<file path="src/sv/b64e_pkg.sv">
// shared types, constants and a helper function for the base64 stream encoder
`default_nettype none
package b64e_pkg;

    localparam int unsigned BYTE_W   = 8;
    localparam int unsigned CHAR_W   = 7;
    localparam int unsigned SEXTET_W = 6;
    localparam int unsigned LEFT_W   = 4;
    localparam int unsigned MAX_CHARS = 4;
    localparam int unsigned IDX_W    = 2;
    localparam int unsigned QUEUE_DEPTH = 2;

    localparam logic [CHAR_W-1:0] PAD_CHAR = 7'h3D;

    typedef enum logic [1:0] {
        PH_START = 2'd0,
        PH_ONE   = 2'd1,
        PH_TWO   = 2'd2
    } t_phase;

    typedef struct packed {
        logic [MAX_CHARS-1:0][CHAR_W-1:0] chars;
        logic [IDX_W-1:0]                 last_idx;
        logic                             fin;
    } t_job;

    function automatic logic [CHAR_W-1:0] sextet_char(input logic [SEXTET_W-1:0] v);
        logic [CHAR_W-1:0] w;
        w = {1'b0, v};
        if (v < 6'd26) begin
            sextet_char = w + 7'd65;
        end else if (v < 6'd52) begin
            sextet_char = w + 7'd71;
        end else if (v < 6'd62) begin
            sextet_char = w - 7'd4;
        end else if (v == 6'd62) begin
            sextet_char = 7'h2B;
        end else begin
            sextet_char = 7'h2F;
        end
    endfunction

endpackage
`default_nettype wire

</file>
<file path="src/sv/b64e_front.sv">
// front end: tracks group phase and leftover bits, turns each byte into a character job
`default_nettype none
module b64e_front (
    input  wire logic                          i_clk,
    input  wire logic                          i_rst_n,
    input  wire logic                          i_accept,
    input  wire logic [b64e_pkg::BYTE_W-1:0]   i_data_byte,
    input  wire logic                          i_final_byte,
    output b64e_pkg::t_job                     o_job
);
    import b64e_pkg::*;

    t_phase            r_phase, n_phase;
    logic [LEFT_W-1:0] r_left,  n_left;

    always_comb begin
        o_job          = '0;
        o_job.fin      = i_final_byte;
        o_job.chars[2] = PAD_CHAR;
        o_job.chars[3] = PAD_CHAR;
        n_phase        = PH_START;
        n_left         = '0;
        case (r_phase)
            PH_ONE: begin
                o_job.chars[0] = sextet_char({r_left[1:0], i_data_byte[7:4]});
                if (i_final_byte) begin
                    o_job.chars[1] = sextet_char({i_data_byte[3:0], 2'b00});
                    o_job.last_idx = 2'd2;
                end else begin
                    o_job.last_idx = 2'd0;
                    n_phase        = PH_TWO;
                    n_left         = i_data_byte[3:0];
                end
            end
            PH_TWO: begin
                o_job.chars[0] = sextet_char({r_left, i_data_byte[7:6]});
                o_job.chars[1] = sextet_char(i_data_byte[5:0]);
                o_job.last_idx = 2'd1;
            end
            default: begin
                o_job.chars[0] = sextet_char(i_data_byte[7:2]);
                if (i_final_byte) begin
                    o_job.chars[1] = sextet_char({i_data_byte[1:0], 4'b0000});
                    o_job.last_idx = 2'd3;
                end else begin
                    o_job.last_idx = 2'd0;
                    n_phase        = PH_ONE;
                    n_left         = {2'b00, i_data_byte[1:0]};
                end
            end
        endcase
    end

    always_ff @(posedge i_clk) begin
        if (!i_rst_n) begin
            r_phase <= PH_START;
            r_left  <= '0;
        end else if (i_accept) begin
            r_phase <= n_phase;
            r_left  <= n_left;
        end
    end

endmodule
`default_nettype wire

</file>
<file path="src/sv/b64e_queue.sv">
// short job queue between front and back ends
`default_nettype none
module b64e_queue #(
    parameter int unsigned DEPTH = b64e_pkg::QUEUE_DEPTH
) (
    input  wire logic           i_clk,
    input  wire logic           i_rst_n,
    input  wire logic           i_wr,
    input  wire b64e_pkg::t_job i_job,
    input  wire logic           i_rd,
    output b64e_pkg::t_job      o_job,
    output logic                o_full,
    output logic                o_empty
);
    import b64e_pkg::*;

    localparam int unsigned PTR_W = (DEPTH > 1) ? $clog2(DEPTH) : 1;
    localparam int unsigned CNT_W = $clog2(DEPTH + 1);
    localparam logic [PTR_W-1:0] LAST_PTR = PTR_W'(DEPTH - 1);
    localparam logic [CNT_W-1:0] FULL_CNT = CNT_W'(DEPTH);

    t_job             r_mem [DEPTH];
    logic [PTR_W-1:0] r_wr_ptr, r_rd_ptr;
    logic [CNT_W-1:0] r_count;
    logic             wr_en, rd_en;

    assign o_full  = (r_count == FULL_CNT);
    assign o_empty = (r_count == '0);
    assign wr_en   = i_wr && !o_full;
    assign rd_en   = i_rd && !o_empty;
    assign o_job   = r_mem[r_rd_ptr];

    always_ff @(posedge i_clk) begin
        if (wr_en) begin
            r_mem[r_wr_ptr] <= i_job;
        end
    end

    always_ff @(posedge i_clk) begin
        if (!i_rst_n) begin
            r_wr_ptr <= '0;
            r_rd_ptr <= '0;
            r_count  <= '0;
        end else begin
            if (wr_en) begin
                r_wr_ptr <= (r_wr_ptr == LAST_PTR) ? '0 : r_wr_ptr + 1'b1;
            end
            if (rd_en) begin
                r_rd_ptr <= (r_rd_ptr == LAST_PTR) ? '0 : r_rd_ptr + 1'b1;
            end
            if (wr_en && !rd_en) begin
                r_count <= r_count + 1'b1;
            end else if (rd_en && !wr_en) begin
                r_count <= r_count - 1'b1;
            end
        end
    end

endmodule
`default_nettype wire

</file>
<file path="src/sv/b64e_back.sv">
// back end: moves jobs to the output register, one char per cycle if popped
`default_nettype none
module b64e_back (
    input  wire logic                          i_clk,
    input  wire logic                          i_rst_n,
    input  wire b64e_pkg::t_job                i_job,
    input  wire logic                          i_job_empty,
    output logic                               o_job_rd,
    input  wire logic                          i_pop,
    output logic                               o_empty,
    output logic [b64e_pkg::CHAR_W-1:0]        o_out_char,
    output logic                               o_end_of_message
);
    import b64e_pkg::*;

    logic [IDX_W-1:0]  r_idx;
    logic              r_valid;
    logic [CHAR_W-1:0] r_char;
    logic              r_eom;
    logic              load;
    logic              at_last;

    assign load     = (!r_valid || i_pop) && !i_job_empty;
    assign at_last  = (r_idx == i_job.last_idx);
    assign o_job_rd = load && at_last;

    assign o_empty          = !r_valid;
    assign o_out_char       = r_char;
    assign o_end_of_message = r_eom;

    always_ff @(posedge i_clk) begin
        if (!i_rst_n) begin
            r_valid <= 1'b0;
            r_idx   <= '0;
        end else if (load) begin
            r_valid <= 1'b1;
            r_idx   <= at_last ? '0 : r_idx + 1'b1;
        end else if (i_pop) begin
            r_valid <= 1'b0;
        end
    end

    always_ff @(posedge i_clk) begin
        if (load) begin
            r_char <= i_job.chars[r_idx];
            r_eom  <= i_job.fin && at_last;
        end
    end

endmodule
`default_nettype wire

</file>
<file path="src/sv/base64_stream_encoder_top.sv">
// a byte's job goes into the job queue, then its characters into the output register
// throughput: one byte per cycle in while the queue has room, one char per cycle out on pop
// a byte gives one or two output characters mid-group and up to four on a final byte
// so the output side sets the sustained rate, four characters per group of three bytes
// a job queue of QUEUE_DEPTH entries lets the byte side run ahead of the character side
// reset: synchronous active low, clears group phase, queue and the output register's valid flag
`default_nettype none
module base64_stream_encoder_top #(
    parameter int unsigned QUEUE_DEPTH = b64e_pkg::QUEUE_DEPTH
) (
    input  wire logic                          i_clk,
    input  wire logic                          i_rst_n,
    input  wire logic                          push,
    output logic                               full,
    input  wire logic [b64e_pkg::BYTE_W-1:0]   i_data_byte,
    input  wire logic                          i_final_byte,
    output logic                               empty,
    input  wire logic                          pop,
    output logic [b64e_pkg::CHAR_W-1:0]        o_out_char,
    output logic                               o_end_of_message
);
    import b64e_pkg::*;

    t_job front_job, queue_job;
    logic accept, q_empty, q_rd;

    assign accept = push && !full;

    b64e_front u_front (
        .i_clk        (i_clk),
        .i_rst_n      (i_rst_n),
        .i_accept     (accept),
        .i_data_byte  (i_data_byte),
        .i_final_byte (i_final_byte),
        .o_job        (front_job)
    );

    b64e_queue #(
        .DEPTH (QUEUE_DEPTH)
    ) u_queue (
        .i_clk   (i_clk),
        .i_rst_n (i_rst_n),
        .i_wr    (accept),
        .i_job   (front_job),
        .i_rd    (q_rd),
        .o_job   (queue_job),
        .o_full  (full),
        .o_empty (q_empty)
    );

    b64e_back u_back (
        .i_clk            (i_clk),
        .i_rst_n          (i_rst_n),
        .i_job            (queue_job),
        .i_job_empty      (q_empty),
        .o_job_rd         (q_rd),
        .i_pop            (pop),
        .o_empty          (empty),
        .o_out_char       (o_out_char),
        .o_end_of_message (o_end_of_message)
    );

endmodule
`default_nettype wire
</file>
<file path="config.mk">
export PLATFORM = sky130hd
export DESIGN_NAME = base64_stream_encoder_top
export DESIGN_NICKNAME = d
export VERILOG_FILES = /design/src/sv/b64e_pkg.sv /design/src/sv/b64e_front.sv /design/src/sv/b64e_queue.sv /design/src/sv/b64e_back.sv /design/src/sv/base64_stream_encoder_top.sv
export SDC_FILE = /design/constraint.sdc
export NUM_CORES = 1
export LEC_CHECK = 0
export BUFFER_PORTS_ARGS = -buffer_cell sky130_fd_sc_hd__buf_2
export CAP_MARGIN = 20
export CORE_UTILIZATION = 40
export CTS_CLUSTER_SIZE = 28
export DETAILED_ROUTE_END_ITERATION = 8
export PLACE_DENSITY = 0.56
export RECOVER_POWER = 100
export REMOVE_ABC_BUFFERS = 1
export SKIP_LAST_GASP = 1
export SLEW_MARGIN = 20
export SYNTH_ARGS = -nofsm -noshare
export SYNTH_HDL_FRONTEND = slang
export SYNTH_SLANG_ARGS = --single-unit
</file>
<file path="constraint.sdc">
create_clock -name i_clk -period 3.1 [get_ports i_clk]
set_clock_uncertainty 0.05 [all_clocks]
set_input_delay 0.465 -clock i_clk [delete_from_list [all_inputs] [get_ports i_clk]]
set_output_delay 0.465 -clock i_clk [all_outputs]
set_load 0.05 [all_outputs]
</file>
# Word level (Yosys, flattened, before mapping)
# Memory sizes are Yosys's and may differ from the RTL's. A register that Yosys moved wholly into a read port is not among the register bits.
# Index checks and enable logic that the tools add are counted.
[word_totals]
ff_bits = 21
ram_bits = 34
inputBits = 13
output_inout_bits = 10
word_cells = 123
memories = 1
[memory_table]
columns = ["memory", "words", "word_bits", "read_ports", "rd_clocked_by_memory_dff", "write_ports", "line", "text"]
rows = [
  ["u_queue.r_mem", 2, 17, 1, 1, 1, "b64e_queue.sv:22", "t_job r_mem [DEPTH];"],
]
[classes]
add_sub_neg = 23
n_lt_le_gt_ge = 19
eq_ne = 8
muxes = 46
n_reduce_logical = 17
[ops]
columns = ["operator", "n"]
rows = [
  ["$mux W7", 21],
  ["$add A6 B7 Y7 const B", 12],
  ["$lt A6 B6 Y1 const B", 12],
  ["$sub A6 B3 Y7 const B", 6],
  ["$lt A6 B5 Y1 const B", 6],
  ["$pmux W16 S2", 1],
  ["$eq A6 B6 Y1 const B", 4],
  ["$bmux W7 S2", 1],
  ["$mux W2", 7],
  ["$mux W3", 4],
  ["$mux W1", 9],
  ["$logic_and A1 B1 Y1", 8],
  ["$pmux W4 S2", 1],
  ["$logic_not A1 Y1", 5],
  ["$add A2 B1 Y2 const B", 2],
  ["$eq A2 B2 Y1 const B", 2],
  ["$mux W4", 1],
  ["$pmux W2 S2", 1],
  ["$reduce_bool A2 Y1", 2],
  ["$lt A2 B3 Y1 const B", 1],
  ["$add A1 B1 Y1 const B", 2],
  ["$eq A2 B1 Y1 const B", 1],
  ["$eq A2 B2 Y1", 1],
  ["$logic_not A2 Y1", 1],
  ["2 further kinds", 2],
]

# Logic depth before layout (Yosys ltp)
[logic_depth]
word_depth = 8
ltp_mapped = 14
ltp_nobuf = 11

# Cells and area by module
# A second synthesis with hierarchy kept.
[unflattened]
cells_unflattened = 509
hier_area_um2 = 5492.8
[modules_own_cells]
columns = ["mod", "n_inst", "cells_per_inst", "area_each_um2", "seq_area_each_um2"]
rows = [
  ["b64e_queue", 1, 121, 2459.9, 1961.9],
  ["b64e_front", 1, 347, 2404.8, 120.1],
  ["b64e_back", 1, 40, 614.3, 300.3],
  ["base64_stream_encoder_top", 1, 1, 13.8, 0.0],
]

# Worst setup path before layout
# Ideal clock, no wire load.
[synth_path]
path_type = "input -> register"
start = "in i_data_byte[1] (netlist name)"
end = "mem u_queue.r_mem[0][16] (netlist name), data pin"
arrival_time_ps = 2215
required_time_ps = 2793
setup_slack_ps = 578
stages = 14
n_path_buf = 3
path_cell_list = "buf_4 > inv_1 > ha_1 > buf_2 > nor2b_1 > buf_2 > xnor2_1 > ha_1 > inv_1 > o32ai_1 > nand2_1 > o21ai_0 > nand2_1 > a21o_1"
[synth_lines]
columns = ["element", "line", "text"]
rows = [
  ["start, declared", "base64_stream_encoder_top.sv:15", "input wire logic [b64e_pkg::BYTE_W-1:0] i_data_byte,"],
  ["end, declared", "b64e_queue.sv:22", ""],
]

==> flow_summary.toml <==
[worst_hold_path]
hold_path_startpoint = "i_rst_n"
hold_class = "input port to flip-flop"

[clocking]
ctsHoldBuffers = 0
cts_buffers = 5
cts_max_path_buffers = 2
post-cts-setup-buffers = 0
cts_tree = "built"
clkTransAtPathRegs_ns = 0.09
cts_root_buf = "clkbuf_8"
h-tree-depth = 2
clock_latency_ns = 0.30
cts_sinks = 56
ctsResizeCount = 0

[grt]
grt-ovfl-total = 0
grt.total_usage_pct = 19.2
grt_pass1_wl_um = 16600
grt_pass1_vias = 3182
antenna_found_initial = 0
grt_max_degree = 19

[worst_setup_path]
r2r-start = "u_front.r_left[0]"
critical_path_required_ns = 3.14
critPathKind = "input port to flip-flop"
cp-start-kind = "input port"
worstPathMaxFanout = 13
end_kind = "flip-flop"
startpoint = "i_data_byte[3]"
cp_data_arrival_time_ns = 2.80

[drt]
via_count = 3484
remaining_drc_errors = 0
drtIter0Drc = 218
postRouteWirelength_um = 10400
ant_nets = 0
dr.pass1.iters = 5
wl_per_cell_um = 17.3
via_per_inst = 5.79

[sta]
rsz0062_at_grt = "false"
period_share_pct = 89.1
period_needed_ns = 2.76
finalSetupViolations = 0
fmax_mhz = 362
setup_tns_ns = 0
final_hold_viol_count = 0
relSlewSlack_pct = 32.2
drv_slew = 0
tightestPinTransition_ns = 1.02

[logic_synthesis]
ys_top_cells_by_area = "edfxtp_1 (30%), ha_1 (7.5%), dfxtp_1 (6.7%)"
yosysSeqAreaShare_pct = 36.8
syn_inst = 447
synth_area_um2 = 4190
synth_top_cell_area_share_pct = 30.1
synthArstFlopShare_pct = 0
ys_types = 66
ys_seq_elements = 56
postSynthAreaPerCell_um2 = 9.37
yosys.area.top_type = "edfxtp_1"
yosysWarnings = 0
synth_edf_count = 42
dominantRegCellSynth = "edfxtp_1"

[place]
io_buffers = 22
place_inst = 594
gp_congestion = 0.894
dpl.hpwl_um = 7790

[cells_and_area]
fin_util_pct = 45.3
antenna_cells = 0
fillCellCount = 999
final_cells = 602
drive_gt1_share_pct = 13.6
fin_nets = 506
multi_input_area_um2 = 2370
seqCellArea_um2 = 1540
syn2layout_area_growth_pct = 7.62

[floorplanning]
design.core.area_um2 = 9950
initial_core_util_pct = 42.1
die_h_um = 104
die_w_um = 104
ios = 23
rows = 36
die_area_um2 = 10900

[power]
ir_drop_mv = 0.340
p_leak_nw = 1.59
power_mw = 2.56
p_per_area_nw_per_um2 = 567

[outcome]
outcome = "finished clean"

[job]
maxCapViolCount = 0
[registers in the layout (all words and copies together), names as in the netlist, named ones only]
register / count
u_queue.r_mem: 34
u_back.o_out_char: 7
u_front.r_left: 4
u_back.r_idx: 2
u_front.r_phase: 2
u_queue.r_count: 2
u_back.o_end_of_message: 1
u_back.r_valid: 1
u_queue.r_rd_ptr: 1
u_queue.r_wr_ptr: 1
[critical path: stages]
cell	delay, ns
clkbuf_1	0.53
clkbuf_1	0.41
ha_1	0.28
a21o_1	0.14
a21oi_2	0.07
buf_4	0.18
a211oi_1	0.17
a21o_1	0.15
a21oi_1	0.08
o21ai_0	0.31
[final timing paths]
check | end | slack (ns) | depth (start not counted)
worst min register to register | u_queue.r_count[1] | 0.48 | 2
worst max register to register | u_queue.r_mem[1][4] | 0.45 | 8
worst min-delay path | u_back.r_idx[0] | 0.45 | 2
worst max-delay path | u_queue.r_mem[1][11] | 0.34 | 10
[placed cells by master (no fill, tap or decap), types with 4 or more instances in the layout]
| cell type | instances |
|---|---|
| nor3_2 | 4 |
| clkbuf_1 | 20 |
| a211oi_1 | 7 |
| a31oi_1 | 8 |
| o21ai_0 | 33 |
| a21o_1 | 9 |
| nand2_1 | 22 |
| mux4_2 | 7 |
| nand2b_1 | 12 |
| dfxtp_1 | 14 |
| xnor2_1 | 16 |
| ha_1 | 25 |
| a221oi_1 | 5 |
| edfxtp_1 | 42 |
| o211ai_1 | 6 |
| buf_4 | 20 |
| nand3_1 | 17 |
| nor2_1 | 24 |
| a21oi_1 | 34 |
| mux2i_1 | 4 |
| buf_2 | 10 |
| inv_1 | 18 |
| nor3_1 | 11 |
| a22oi_1 | 6 |
| nor2b_1 | 20 |
| a21oi_2 | 4 |
| or2_2 | 6 |
| or3_1 | 4 |
| clkbuf_8 | 5 |
[cell usage after synthesis, types with 8 or more instances]
cell type / count
nand2b_1: 12
clkbuf_1: 8
nand2_1: 22
o21ai_0: 30
nor2b_1: 20
ha_1: 25
a31oi_1: 8
nand3_1: 17
xnor2_1: 16
buf_2: 19
dfxtp_1: 14
edfxtp_1: 42
a21oi_1: 34
inv_1: 18
nor3_1: 11
nor2_1: 23
a21o_1: 9
[cell families after synthesis]
family                   count (synthesis)  synth area share, %
buffers and inverters                   54                 6.22
AO/OA/AOI/OAI                          143                 22.6
multiplexers                            11                 4.72
flip-flops                              56                 36.8
adder cells (fa/ha/maj)                 25                 7.47
AND/OR/NAND/NOR                        141                 18.6
XOR/XNOR                                17                 3.56
[area by class of cell]
class / instances / area share (%)
inverters: 20 / 1.67
clock buffers: 7 / 1.69
repair buffers: 48 / 5.94
flip-flops and latches: 56 / 34.2
well taps: 133 / 3.69
multi-input cells: 337 / 52.7
clock inverters: 1 / 0.0833
[power by group]
group | internal, mW | switching, mW
registers | 1.03 | 0.0849
clock network | 0.158 | 0.211
logic | 0.382 | 0.690
total | 1.57 | 0.986
[stage by stage]
stage / hold slack (ns) / worst slack [ns] / area (µm²)
finish: 0.451 / 0.339 / 4510
global route: 0.446 / 0.216 / 4510
CTS: 0.443 / 0.596 / 4550
detailed placement: 0.471 / 0.415 / 4470
global placement: 0.459 / 0.474 / 4470
floorplan: 0.436 / 0.595 / 4000
[routing by layer]
layer	vias to the layer above	GRT usage [%]	part of all wire (%)
li1	1690	-	-
met1	1625	25.9	45
met2	147	30.9	46
met3	22	2.13	6.0
met4	0	8.27	3.0
met5	-	0	0
No activity file was read; power rests on OpenSTA's default activity.
